==> src/hw/rtl/skvt_pkg.sv <==
// shared types and constants of the sorted key/value table
package skvt_pkg;

  localparam int TABLE_DEPTH = 16;
  localparam int KEY_BITS    = 16;
  localparam int VALUE_BITS  = 32;

  typedef enum logic [1:0] {
    CMD_INSERT = 2'd0,
    CMD_REMOVE = 2'd1,
    CMD_FIND   = 2'd2,
    CMD_NOP    = 2'd3
  } cmd_t;

  typedef logic [KEY_BITS-1:0]   key_t;
  typedef logic [VALUE_BITS-1:0] value_t;

  // contents of one slot as handed between neighbors
  typedef struct packed {
    logic   valid;
    key_t   key;
    value_t value;
  } entry_t;

  // operation broadcast to every cell in the execute cycle
  typedef struct packed {
    logic   exec;
    cmd_t   cmd;
    key_t   key;
    value_t value;
    logic   hit;
    logic   full;
  } ctrl_t;

  // compare outcome of one cell
  typedef struct packed {
    logic after;  // slot is empty or holds a key >= the operand key
    logic eq;     // slot is valid and holds the operand key
  } flags_t;

endpackage

==> src/hw/rtl/skvt_if.sv <==
// valid/ready channel interfaces for commands and results
interface skvt_in_if;
  import skvt_pkg::*;

  logic   valid;
  logic   ready;
  cmd_t   command;
  key_t   key;
  value_t value;

  modport source (output valid, output command, output key, output value, input ready);
  modport sink   (input valid, input command, input key, input value, output ready);
endinterface

interface skvt_out_if;
  import skvt_pkg::*;

  logic   valid;
  logic   ready;
  logic   found;
  value_t value_out;
  logic   status;

  modport source (output valid, output found, output value_out, output status, input ready);
  modport sink   (input valid, input found, input value_out, input status, output ready);
endinterface

==> src/hw/rtl/skvt_cell.sv <==
// one slot of the sorted table: compares, updates or shifts up on insert, shifts down on remove
module skvt_cell (
  input  logic            clk,
  input  logic            rst_n,
  input  skvt_pkg::ctrl_t  ctrl,
  input  skvt_pkg::entry_t prev_entry,
  input  logic            prev_after,
  input  skvt_pkg::entry_t next_entry,
  output skvt_pkg::entry_t entry,
  output skvt_pkg::flags_t flags
);
  import skvt_pkg::*;

  logic   valid_r, valid_nxt;
  key_t   key_r, key_nxt;
  value_t value_r, value_nxt;

  assign entry = '{valid: valid_r, key: key_r, value: value_r};

  always_comb begin
    flags.after = !valid_r || (key_r >= ctrl.key);
    flags.eq    = valid_r && (key_r == ctrl.key);
  end

  always_comb begin
    valid_nxt = valid_r;
    key_nxt   = key_r;
    value_nxt = value_r;
    if (ctrl.exec) begin
      unique case (ctrl.cmd)
        CMD_INSERT: begin
          if (ctrl.hit) begin
            if (flags.eq) begin
              value_nxt = ctrl.value;
            end
          end else if (!ctrl.full && flags.after) begin
            // first slot at or past the new key takes it, the rest move up
            if (prev_after) begin
              valid_nxt = prev_entry.valid;
              key_nxt   = prev_entry.key;
              value_nxt = prev_entry.value;
            end else begin
              valid_nxt = 1'b1;
              key_nxt   = ctrl.key;
              value_nxt = ctrl.value;
            end
          end
        end
        CMD_REMOVE: begin
          // the hit slot and everything above it move down one
          if (ctrl.hit && flags.after) begin
            valid_nxt = next_entry.valid;
            key_nxt   = next_entry.key;
            value_nxt = next_entry.value;
          end
        end
        CMD_FIND, CMD_NOP: begin
        end
        default: begin
        end
      endcase
    end
  end

  always_ff @(posedge clk) begin
    if (!rst_n) begin
      valid_r <= 1'b0;
    end else begin
      valid_r <= valid_nxt;
    end
  end

  always_ff @(posedge clk) begin
    key_r   <= key_nxt;
    value_r <= value_nxt;
  end

endmodule

==> src/hw/rtl/sorted_key_value_table.sv <==
// top level of the sorted key/value table: operand capture, cell row, result register
//
//  port    dir  carries
//  in_ch   in   command, key, value (one operation per beat)
//  out_ch  out  found, value_out, status (one result per beat)
//
// each operation first captures the beat into the operand registers; then, in the
// execute cycle, every cell compares its key and the whole row shifts or updates at once.
// a new beat is taken while the previous result waits in the output register;
// the execute cycle waits until that register is free.
// synchronous active-low reset empties the table; key and value slots stay
// unset until written and are never read while empty.
module sorted_key_value_table (
  input  logic clk,
  input  logic rst_n,
  skvt_in_if.sink    in_ch,
  skvt_out_if.source out_ch
);
  import skvt_pkg::*;

  logic   busy_r;
  cmd_t   cmd_r;
  key_t   key_r;
  value_t value_r;

  logic   out_valid_r;
  logic   found_r;
  value_t value_out_r;
  logic   status_r;

  ctrl_t  ctrl;
  entry_t entries   [TABLE_DEPTH];
  flags_t flags     [TABLE_DEPTH];
  logic   [TABLE_DEPTH-1:0] eq_vec;
  logic   [TABLE_DEPTH-1:0] valid_vec;
  logic   exec;
  value_t hit_value;

  assign in_ch.ready = !busy_r;
  assign exec        = busy_r && (!out_valid_r || out_ch.ready);

  always_comb begin
    for (int i = 0; i < TABLE_DEPTH; i++) begin
      eq_vec[i]    = flags[i].eq;
      valid_vec[i] = entries[i].valid;
    end
  end

  always_comb begin
    hit_value = '0;
    for (int i = 0; i < TABLE_DEPTH; i++) begin
      if (eq_vec[i]) begin
        hit_value = hit_value | entries[i].value;
      end
    end
  end

  always_comb begin
    ctrl.exec  = exec;
    ctrl.cmd   = cmd_r;
    ctrl.key   = key_r;
    ctrl.value = value_r;
    ctrl.hit   = |eq_vec;
    ctrl.full  = entries[TABLE_DEPTH-1].valid;
  end

  for (genvar g = 0; g < TABLE_DEPTH; g++) begin : g_cell
    entry_t prev_e;
    entry_t next_e;
    logic   prev_a;

    if (g == 0) begin : g_head
      assign prev_e = '0;
      assign prev_a = 1'b0;
    end else begin : g_mid
      assign prev_e = entries[g-1];
      assign prev_a = flags[g-1].after;
    end

    if (g == TABLE_DEPTH - 1) begin : g_tail
      assign next_e = '0;
    end else begin : g_low
      assign next_e = entries[g+1];
    end

    skvt_cell u_cell (
      .clk        (clk),
      .rst_n      (rst_n),
      .ctrl       (ctrl),
      .prev_entry (prev_e),
      .prev_after (prev_a),
      .next_entry (next_e),
      .entry      (entries[g]),
      .flags      (flags[g])
    );
  end

  always_ff @(posedge clk) begin
    if (!rst_n) begin
      busy_r      <= 1'b0;
      out_valid_r <= 1'b0;
    end else begin
      if (in_ch.valid && in_ch.ready) begin
        busy_r <= 1'b1;
      end else if (exec) begin
        busy_r <= 1'b0;
      end
      if (exec) begin
        out_valid_r <= 1'b1;
      end else if (out_ch.ready) begin
        out_valid_r <= 1'b0;
      end
    end
  end

  always_ff @(posedge clk) begin
    if (in_ch.valid && in_ch.ready) begin
      cmd_r   <= in_ch.command;
      key_r   <= in_ch.key;
      value_r <= in_ch.value;
    end
  end

  // result beat
  always_ff @(posedge clk) begin
    if (exec) begin
      unique case (cmd_r)
        CMD_INSERT, CMD_REMOVE, CMD_FIND: begin
          found_r     <= ctrl.hit;
          value_out_r <= hit_value;
          status_r    <= (cmd_r == CMD_INSERT) && !ctrl.hit && ctrl.full;
        end
        CMD_NOP: begin
          found_r     <= 1'b0;
          value_out_r <= '0;
          status_r    <= 1'b0;
        end
        default: begin
          found_r     <= 1'b0;
          value_out_r <= '0;
          status_r    <= 1'b0;
        end
      endcase
    end
  end

  assign out_ch.valid     = out_valid_r;
  assign out_ch.found     = found_r;
  assign out_ch.value_out = value_out_r;
  assign out_ch.status    = status_r;

  a_rose_after_exec: assert property (@(posedge clk) disable iff (!rst_n)
    $rose(out_valid_r) |-> $past(busy_r))
    else $error("result beat without an executed operation");

  a_status_excl: assert property (@(posedge clk) disable iff (!rst_n)
    out_valid_r |-> !(status_r && found_r))
    else $error("full flag raised on a hit");

  a_miss_zero: assert property (@(posedge clk) disable iff (!rst_n)
    out_valid_r && !found_r |-> value_out_r == '0)
    else $error("nonzero value on a miss");

  a_empty_after_reset: assert property (@(posedge clk) disable iff (!rst_n)
    !$past(rst_n) |-> valid_vec == '0)
    else $error("table not empty after reset");

  for (genvar s = 0; s < TABLE_DEPTH - 1; s++) begin : g_chk
    a_sorted_packed: assert property (@(posedge clk) disable iff (!rst_n)
      valid_vec[s+1] |-> valid_vec[s] && (entries[s].key < entries[s+1].key))
      else $error("table not packed or not sorted");
  end

endmodule

==> src/flat_wrapper.sv <==
// flat-port wrapper written by rule: the top's interface ports become plain ports
module sorted_key_value_table_flat import skvt_pkg::*;
  (clk, rst_n, in_ch_valid, in_ch_command, in_ch_key, in_ch_value, in_ch_ready, out_ch_valid, out_ch_found, out_ch_value_out, out_ch_status, out_ch_ready);
  skvt_in_if in_ch_i ();
  skvt_out_if out_ch_i ();
  input  logic clk;
  input  logic rst_n;
  input wire logic [$bits(in_ch_i.valid)-1:0] in_ch_valid;
  input wire logic [$bits(in_ch_i.command)-1:0] in_ch_command;
  input wire logic [$bits(in_ch_i.key)-1:0] in_ch_key;
  input wire logic [$bits(in_ch_i.value)-1:0] in_ch_value;
  output wire logic [$bits(in_ch_i.ready)-1:0] in_ch_ready;
  output wire logic [$bits(out_ch_i.valid)-1:0] out_ch_valid;
  output wire logic [$bits(out_ch_i.found)-1:0] out_ch_found;
  output wire logic [$bits(out_ch_i.value_out)-1:0] out_ch_value_out;
  output wire logic [$bits(out_ch_i.status)-1:0] out_ch_status;
  input wire logic [$bits(out_ch_i.ready)-1:0] out_ch_ready;
  assign in_ch_i.valid = in_ch_valid;
  assign in_ch_i.command = in_ch_command;
  assign in_ch_i.key = in_ch_key;
  assign in_ch_i.value = in_ch_value;
  assign in_ch_ready = in_ch_i.ready;
  assign out_ch_valid = out_ch_i.valid;
  assign out_ch_found = out_ch_i.found;
  assign out_ch_value_out = out_ch_i.value_out;
  assign out_ch_status = out_ch_i.status;
  assign out_ch_i.ready = out_ch_ready;
  sorted_key_value_table u_core (.clk(clk), .rst_n(rst_n), .in_ch(in_ch_i), .out_ch(out_ch_i));
endmodule
==> config.mk <==
export PLATFORM = sky130hd
export DESIGN_NAME = sorted_key_value_table_flat
export DESIGN_NICKNAME = d
export VERILOG_FILES = /design/src/hw/rtl/skvt_pkg.sv /design/src/hw/rtl/skvt_if.sv /design/src/hw/rtl/skvt_cell.sv /design/src/hw/rtl/sorted_key_value_table.sv /design/src/flat_wrapper.sv
export SDC_FILE = /design/constraint.sdc
export NUM_CORES = 2
export LEC_CHECK = 0
export BUFFER_PORTS_ARGS = -buffer_cell sky130_fd_sc_hd__clkbuf_2
export CORE_ASPECT_RATIO = 1.75
export CORE_MARGIN = 4
export CORE_UTILIZATION = 30
export DETAILED_ROUTE_END_ITERATION = 10
export MAX_ROUTING_LAYER = met4
export PLACE_DENSITY = 0.49
export SLEW_MARGIN = 20
export SYNTH_ARGS = -nofsm -noshare
export SYNTH_HDL_FRONTEND = slang
export SYNTH_SLANG_ARGS = --single-unit
==> constraint.sdc <==
create_clock -name clk -period 6.3 [get_ports clk]
set_input_delay 0.945 -clock clk [delete_from_list [all_inputs] [get_ports clk]]
set_output_delay 0.945 -clock clk [all_outputs]
set_load 0.03 [all_outputs]
==> results.txt <==
Area growth syn-to-layout: 12.2%
Die ar.: 177000 sq um
wire length per cell: 32.0 microns
fillers: 17043
gr busiest metal: met2
M3 GR Usage: 3.50%
clk root buf: clkbuf_16
Routed Antenna Nets: 0
P per Cell Area: 243 nW/um^2
f_max: 191 MHz
Critical Setup Path Class: reg2reg
Final #Nets: 5325
RSZ-0062 raised after global routing: no
library cells used by synthesis: 67
Hold Crit Class: in2reg
initial core utilization: 30.2%
Worst Path Arrival: 5.64 ns
CTS Buf Count: 92
Post-Route WL: 233 mm
Tot Pwr: 13.9 mW
CTS resizes: 0
fin crit share: 83.1%
DRT iter0 DRCs: 5602
Worst slew margin: 15.1%
vias in the first global route: 45211
maximum clock insertion buffer count: 3
Least-Margin Pin Slew: 1.27 ns
worst-path fanout max: 16
combinational share of power: 10.0%
CTS H-tree depth: 3
synthesized area: 51000 sq um
sequential area share after synthesis: 50.9%
fraction of layout cells with a size suffix above 1: 9.32%
WP data required: 6.70 ns
IO buf count: 89
cell taking the most area after synthesis: edfxtp_1
number of synthesized register bits: 870
hold buffers post-CTS: 0
Setup crit start: u_core.key_r[15]
GP Congestion: 0.897
Gate Count Post-Synth: 5177
setup violators final: 0
post-layout instance count excluding filler cells: 7303
multi-input logic area: 23100 sq um
Placed Cells: 7132
worst hold slack: 0.414 ns
Final Max Slew Viols: 0
DR pass1 iterations: 8
Post-synth EDFFs: 852
grt ovf: 0
latest clock arrival within the worst-skew pair: 0.71 ns
met1 Use GR: 29.1%
skew final: 0.0322 ns
grt met2 use: 43.4%
Max Cap Violations: 0
top post-synthesis cells by area: edfxtp_1, nand2_1, o211ai_1, ha_1, nand4_1
setup bufs post-CTS: 0
status: finished, final reports clean
hold_sp: in_ch_value[22]
Net Count, Synth: 5487
antenna violations before repair: 6
hpwl dp: 144 mm
Clock Sinks: 870
Synth top area share: 50.2%
row cnt: 199
register area: 25900 sq um
Crit. End Element: flop
leakage: 19.8 nW
largest net degree at the start of global routing: 198
worst r2r src: u_core.key_r[15]
CP Launch Type: flop
Core Area: 169000 sq um
DIE WIDTH: 320 microns
final hold vios: 0
Final Critical Period: 5.24 ns
NetSw: 3.73 mW
Async SR Flop Fraction: 0%
Vias: 46023
Net Sw Frac: 26.8%
CTS tree: built
TNS Setup: 0 ns
Internal: 10.2 mW
io pins: 90
Avg Inst Size Synth: 9.84 sq um
first-pass GRT wire length: 332 mm
register share of total power: 48.3%
vias per cell: 6.30
Worst-path clk slew: 0.07 ns
warnings from Yosys: 0
clock share of power: 41.7%
Die H: 553 microns
Post-synth top flop: edfxtp_1
GRT Util Overall: 26.1%
Max VDD drop: 0.000177 V
DRC violations left: 0
==> path summary, 6_finish.rpt <==
| path | to | slack, ns | cells after the start |
|---|---|---|---|
| worst max-delay path | u_core.g_cell[1].u_cell.value_r[30] | 1.06 | 11 |
| worst min-delay path | u_core.value_r[22] | 0.41 | 1 |
| worst max register to register | u_core.g_cell[1].u_cell.value_r[30] | 1.06 | 11 |
| worst min register to register | u_core.g_cell[14].u_cell.valid_r | 0.51 | 1 |
==> cell usage after synthesis, types with 17 or more instances <==
| library cell | n |
|---|---|
| a22oi_1 | 20 |
| o211ai_1 | 448 |
| nand2b_1 | 22 |
| buf_1 | 21 |
| a21oi_1 | 137 |
| clkbuf_1 | 384 |
| dfxtp_1 | 18 |
| o21ai_0 | 139 |
| nor2_1 | 279 |
| edfxtp_1 | 852 |
| buf_2 | 90 |
| a41oi_1 | 22 |
| inv_1 | 63 |
| nor3_1 | 18 |
| nand2_1 | 1145 |
| nor2b_1 | 17 |
| ha_1 | 256 |
| nand3_1 | 38 |
| nand4_1 | 492 |
| and4_1 | 37 |
| a31oi_1 | 236 |
| a22o_1 | 118 |
| o21a_1 | 17 |
| a221oi_1 | 118 |
==> area by class of cell <==
type / instances / area share, %
Multi-Input combinational cell: 3737 / 40.4
Inverter: 63 / 0.414
Clock inverter: 49 / 0.869
Tap cell: 2211 / 4.84
Antenna cell: 4 / 0.0175
Timing Repair Buffer: 251 / 3.67
Sequential cell: 870 / 45.4
Clock buffer: 118 / 4.40
==> critical path, stage by stage (launching register included) <==
cell,delay (ns)
edfxtp_1,0.79
inv_1,0.49
buf_4,0.33
ha_1,0.32
nand4_1,0.21
or4_1,0.63
nor2_4,0.23
nor4_1,0.12
and4_4,0.29
a31oi_4,0.47
o311a_2,0.74
buf_12,0.26
==> routing by layer <==
| layer | wire, microns | vias up |
|---|---|---|
| met2 | 115000 | 2671 |
| li1 | - | 19729 |
| met3 | 17700 | 839 |
| met5 | 0 | - |
| met4 | 18900 | 0 |
| met1 | 81800 | 22784 |
==> per-stage QoR <==
stage	util (%)	setup slack (ns)	cell area, sq um
after floorplan	-	0.936	51000
after global placement	32.1	1.06	54100
after detailed placement	32.1	1.18	54200
after CTS	33.9	1.17	57200
after global routing	33.9	0.890	57200
final	33.9	1.06	57200
==> power groups by stage <==
| stage | clock network, mW | logic (mW) | registers (mW) |
|---|---|---|---|
| after CTS | 5.89 | 1.39 | 6.71 |
| after floorplan | 0 | 0.866 | 6.78 |
| after detailed placement | 0 | 1.38 | 6.84 |
| after global placement | 0 | 1.35 | 6.84 |
| final | 5.80 | 1.39 | 6.72 |
| after global routing | 6.08 | 1.53 | 6.72 |
==> state kept, by name, summed over array words and instances, names as in the netlist <==
signal                        cells
u_core.busy_r                     1
u_core.out_ch.valid               1
u_core.out_ch.value_out          32
u_core.value_r                   32
u_core.key_r                     16
u_core.cmd_r                      2
u_core.out_ch.status              1
u_core.g_cell.u_cell.key_r      256
u_core.out_ch.found               1
u_core.g_cell.u_cell.value_r    512
u_core.g_cell.u_cell.valid_r     16
==> cells in the final DEF, fill, tap and decap left out, types with 13 or more instances in the layout <==
cell type     n
a21o_1       15
a21oi_1     136
a221oi_1    118
a22o_1      118
a22oi_1      20
a31oi_1     236
a41oi_1      22
and4_1       35
buf_12       35
buf_4       127
clkbuf_1     19
clkbuf_16    96
clkbuf_2     89
clkinv_1     17
clkinv_2     14
dfxtp_1      18
edfxtp_1    852
ha_1        256
inv_1        62
nand2_1    1144
nand2b_1     21
nand3_1      38
nand4_1     492
nor2_1      263
nor2_4       18
nor2b_1      16
nor3_1       13
o211ai_1    448
o21a_1       17
o21ai_0     138
o21ai_4      13
o311a_2      14
==> cells by family after synthesis <==
group | after synthesis | share of synthesized area [%]
DFF | 870 | 50.9
adders and majority gates | 256 | 6.28
AOI/OAI and AO/OA | 1348 | 18.7
and+or+nand+nor | 2121 | 19.3
muxes | 12 | 0.236
buffers and inverters | 570 | 4.59
Power figures use the tool's default switching activity.
